### src/sv/gdfs_ram.sv
// Generic single write port, single read port RAM with registered read.
module gdfs_ram #(
    parameter int WIDTH = 8,
    parameter int DEPTH = 16
) (
    input  logic                     i_clk,
    input  logic                     i_we,
    input  logic [$clog2(DEPTH)-1:0] i_waddr,
    input  logic [WIDTH-1:0]         i_wdata,
    input  logic [$clog2(DEPTH)-1:0] i_raddr,
    output logic [WIDTH-1:0]         o_rdata
);
    logic [WIDTH-1:0] r_mem [DEPTH];

    always_ff @(posedge i_clk) begin
        if (i_we) begin
            r_mem[i_waddr] <= i_wdata;
        end
        o_rdata <= r_mem[i_raddr];
    end
endmodule

### config.mk
export PLATFORM = sky130hd
export DESIGN_NAME = gdfs_ram
export DESIGN_NICKNAME = d
export VERILOG_FILES = /design/src/sv/gdfs_ram.sv
export SDC_FILE = /design/constraint.sdc
export NUM_CORES = 1
export LEC_CHECK = 0
export BUFFER_PORTS_ARGS = -buffer_cell sky130_fd_sc_hd__buf_2
export CAP_MARGIN = 10
export CORE_MARGIN = 2
export CORE_UTILIZATION = 55
export DETAILED_ROUTE_END_ITERATION = 12
export PLACE_DENSITY = 0.83
export SLEW_MARGIN = 20
export SYNTH_ARGS = -nofsm -noshare
export SYNTH_HDL_FRONTEND = slang
export SYNTH_SLANG_ARGS = --single-unit
### constraint.sdc
create_clock -name i_clk -period 5.1 [get_ports i_clk]
set_input_delay 0.765 -clock i_clk [delete_from_list [all_inputs] [get_ports i_clk]]
set_output_delay 0.765 -clock i_clk [all_outputs]
set_load 0.03 [all_outputs]
==> impl_metrics.tcl <==
set metrics [dict create \
    cts_hold_buffers 0 \
    synth_area_per_cell_um2 22.5 \
    synth_warnings 0 \
    clockBufferDepth 2 \
    die_y_um 101 \
    gp_congestion 0.695 \
    rows 35 \
    cts.sinks 136 \
    powerDensity_mw_per_mm2 426 \
    start_util_pct 56.2 \
    grt_overflow 0 \
    dieArea_mm2 0.0101 \
    crit_arrival_ns 2.76 \
    dp_hpwl_um 5620 \
    final_common_cell "edfxtp_1" \
    cp.required_ns 5.47 \
    max-slew-margin-rel_pct 31.8 \
    final_net_count 284 \
    core_mm2 0.00915 \
    setup_viol 0 \
    final_cell_mix "edfxtp_1 (128), buf_2 (25), mux4_2 (18)" \
    drive_gt1_share_pct 28.3 \
    path_class "input port to register" \
    ctsResizeCount 0 \
    vias_per_cell 6.36 \
    crit_path_end_kind "register" \
    multiInputGateArea_mm2 0.00106 \
    clk_pin_slew_worst_paths_ns 0.06 \
    peakVddDrop_uv 196 \
    area_growth_pct 15.2 \
    cap_viol_max_count 0 \
    total_power_mw 2.53 \
    num_io_pins 26 \
    ant_nets 0 \
    drcViolationCount 0 \
    antenna_found_initial 0 \
    clock_skew_ns 0.0115 \
    grtUsageTotal_pct 22.3 \
    first_iter_violations 199 \
    rsz0062_at_grt "false" \
    timing.fmax_mhz 419 \
    num_vias 2481 \
    antenna_cells 0 \
    io_buffers 25 \
    cts_tree "built" \
    clock_tree.root_cell "clkbuf_8" \
    clk-insertion-delay-late_ns 0.51 \
    fin_crit_ns 2.39 \
    grt_pass1_wl_um 15200 \
    n_fill_cell 586 \
    synth.yosys.seq_area_share_pct 77.8 \
    grt_pass1_vias 2513 \
    startpoint_type "input port" \
    status "complete, no violations" \
    synth_cell_type_count 19 \
    regToRegSetupSlack_ns 3.51 \
    ys_ff_latch 136 \
    finalHoldViolations 0 \
    chipWidth_um 101 \
    grt_max_degree 33 \
    syn_inst 229 \
    leakage_nw 1.98 \
    syn-num-nets 247 \
    ff_latch_area_mm2 0.00400 \
    first_pass_iters 5 \
    final.setup.tns_ns 0 \
    cts_buffers 17 \
    syn_area_mm2 0.00515 \
    min_period_over_period_pct 46.8 \
    synth.area.top_cells "edfxtp_1 (75%), mux4_2 (7.9%), mux4_1 (7.1%)" \
    wl_um 10100 \
    wl_per_cell_um 26.0 \
    drv_slew 0 \
    cp_max_fo 32 \
    yosysTopAreaCell "edfxtp_1" \
    post-cts-setup-buffer-count 0 \
    hp-class "input port to register" \
    tightestPinTransition_ns 1.02 \
    htree_levels 4 \
    synth_top_area_share_pct 74.7 \
]
==> cells by family after synthesis <==
group	Yosys count	synth area share, %
compound gates	16	2.33
buf+inv	10	1.68
simple gates	35	3.18
mux	32	15.0
flops	136	77.8
==> worst max-delay path: stages <==
cell and delay [ns]:
buf_2 0.74, mux4_1 0.70, a22oi_1 0.43, nand2_1 0.11
==> per-layer routing <==
| metal | wire length [um] | vias up | track usage [%] |
|---|---|---|---|
| met3 | 840 | 13 | 6.66 |
| met5 | 0 | - | 0 |
| met1 | 3910 | 1279 | 30.7 |
| li1 | - | 1046 | - |
| met4 | 210 | 0 | 7.90 |
| met2 | 5160 | 143 | 34.6 |
==> layout make-up <==
type,count,share of cell area (%)
clock buffer,23,8.21
clock inverter,9,1.56
multi-input combinational,83,17.9
sequential,136,67.5
tap,111,2.34
timing repair buffer,28,2.49
==> registers in the layout, summed over array words and instances (netlist names) <==
signal and cells:
r_mem 128, o_rdata 8
==> cell usage after synthesis, drive strengths merged <==
master	instances
edfxtp	128
mux4	32
a22oi	16
nor2	13
nand2	9
dfxtp	8
buf	7
nor3	4
clkdlybuf4s25	3
nand2b	2
nand3b	2
and2	1
and2b	1
nand3	1
nor2b	1
or3b	1
==> metrics by stage <==
| stage | worst slack (ns) | instance area [um^2] | util [%] | instances | hold WS [ns] |
|---|---|---|---|---|---|
| floorplan | 2.84 | 5150 | - | 229 | 0.629 |
| global placement | 2.31 | 5350 | 58.4 | 358 | 0.642 |
| detailed placement | 2.31 | 5350 | 58.5 | 358 | 0.658 |
| CTS | 2.72 | 5930 | 64.8 | 390 | 0.616 |
| global route | 2.61 | 5930 | 64.8 | 390 | 0.620 |
| finish | 2.71 | 5930 | 64.8 | 390 | 0.638 |
==> worst paths after layout <==
| path | cells after the start | from | to |
|---|---|---|---|
| hold / removal | 1 | i_wdata[5] | r_mem[6][5]$_DFFE_PP_ |
| setup / recovery | 4 | i_raddr[0] | o_rdata[4]$_DFF_P_ |
| hold reg to reg | 3 | r_mem[14][5]$_DFFE_PP_ | o_rdata[5]$_DFF_P_ |
| setup reg to reg | 3 | r_mem[8][4]$_DFFE_PP_ | o_rdata[4]$_DFF_P_ |
==> report_power, final <==
| group | internal [mW] | total [mW] | leakage (nW) | switching (mW) |
|---|---|---|---|---|
| combinational | 0.0450 | 0.123 | 0.487 | 0.0778 |
| clock | 0.712 | 1.15 | 0.265 | 0.435 |
| sequential | 1.25 | 1.26 | 1.22 | 0.00913 |
| total | 2.01 | 2.53 | 1.98 | 0.522 |
(Power assumes the default switching activity.)
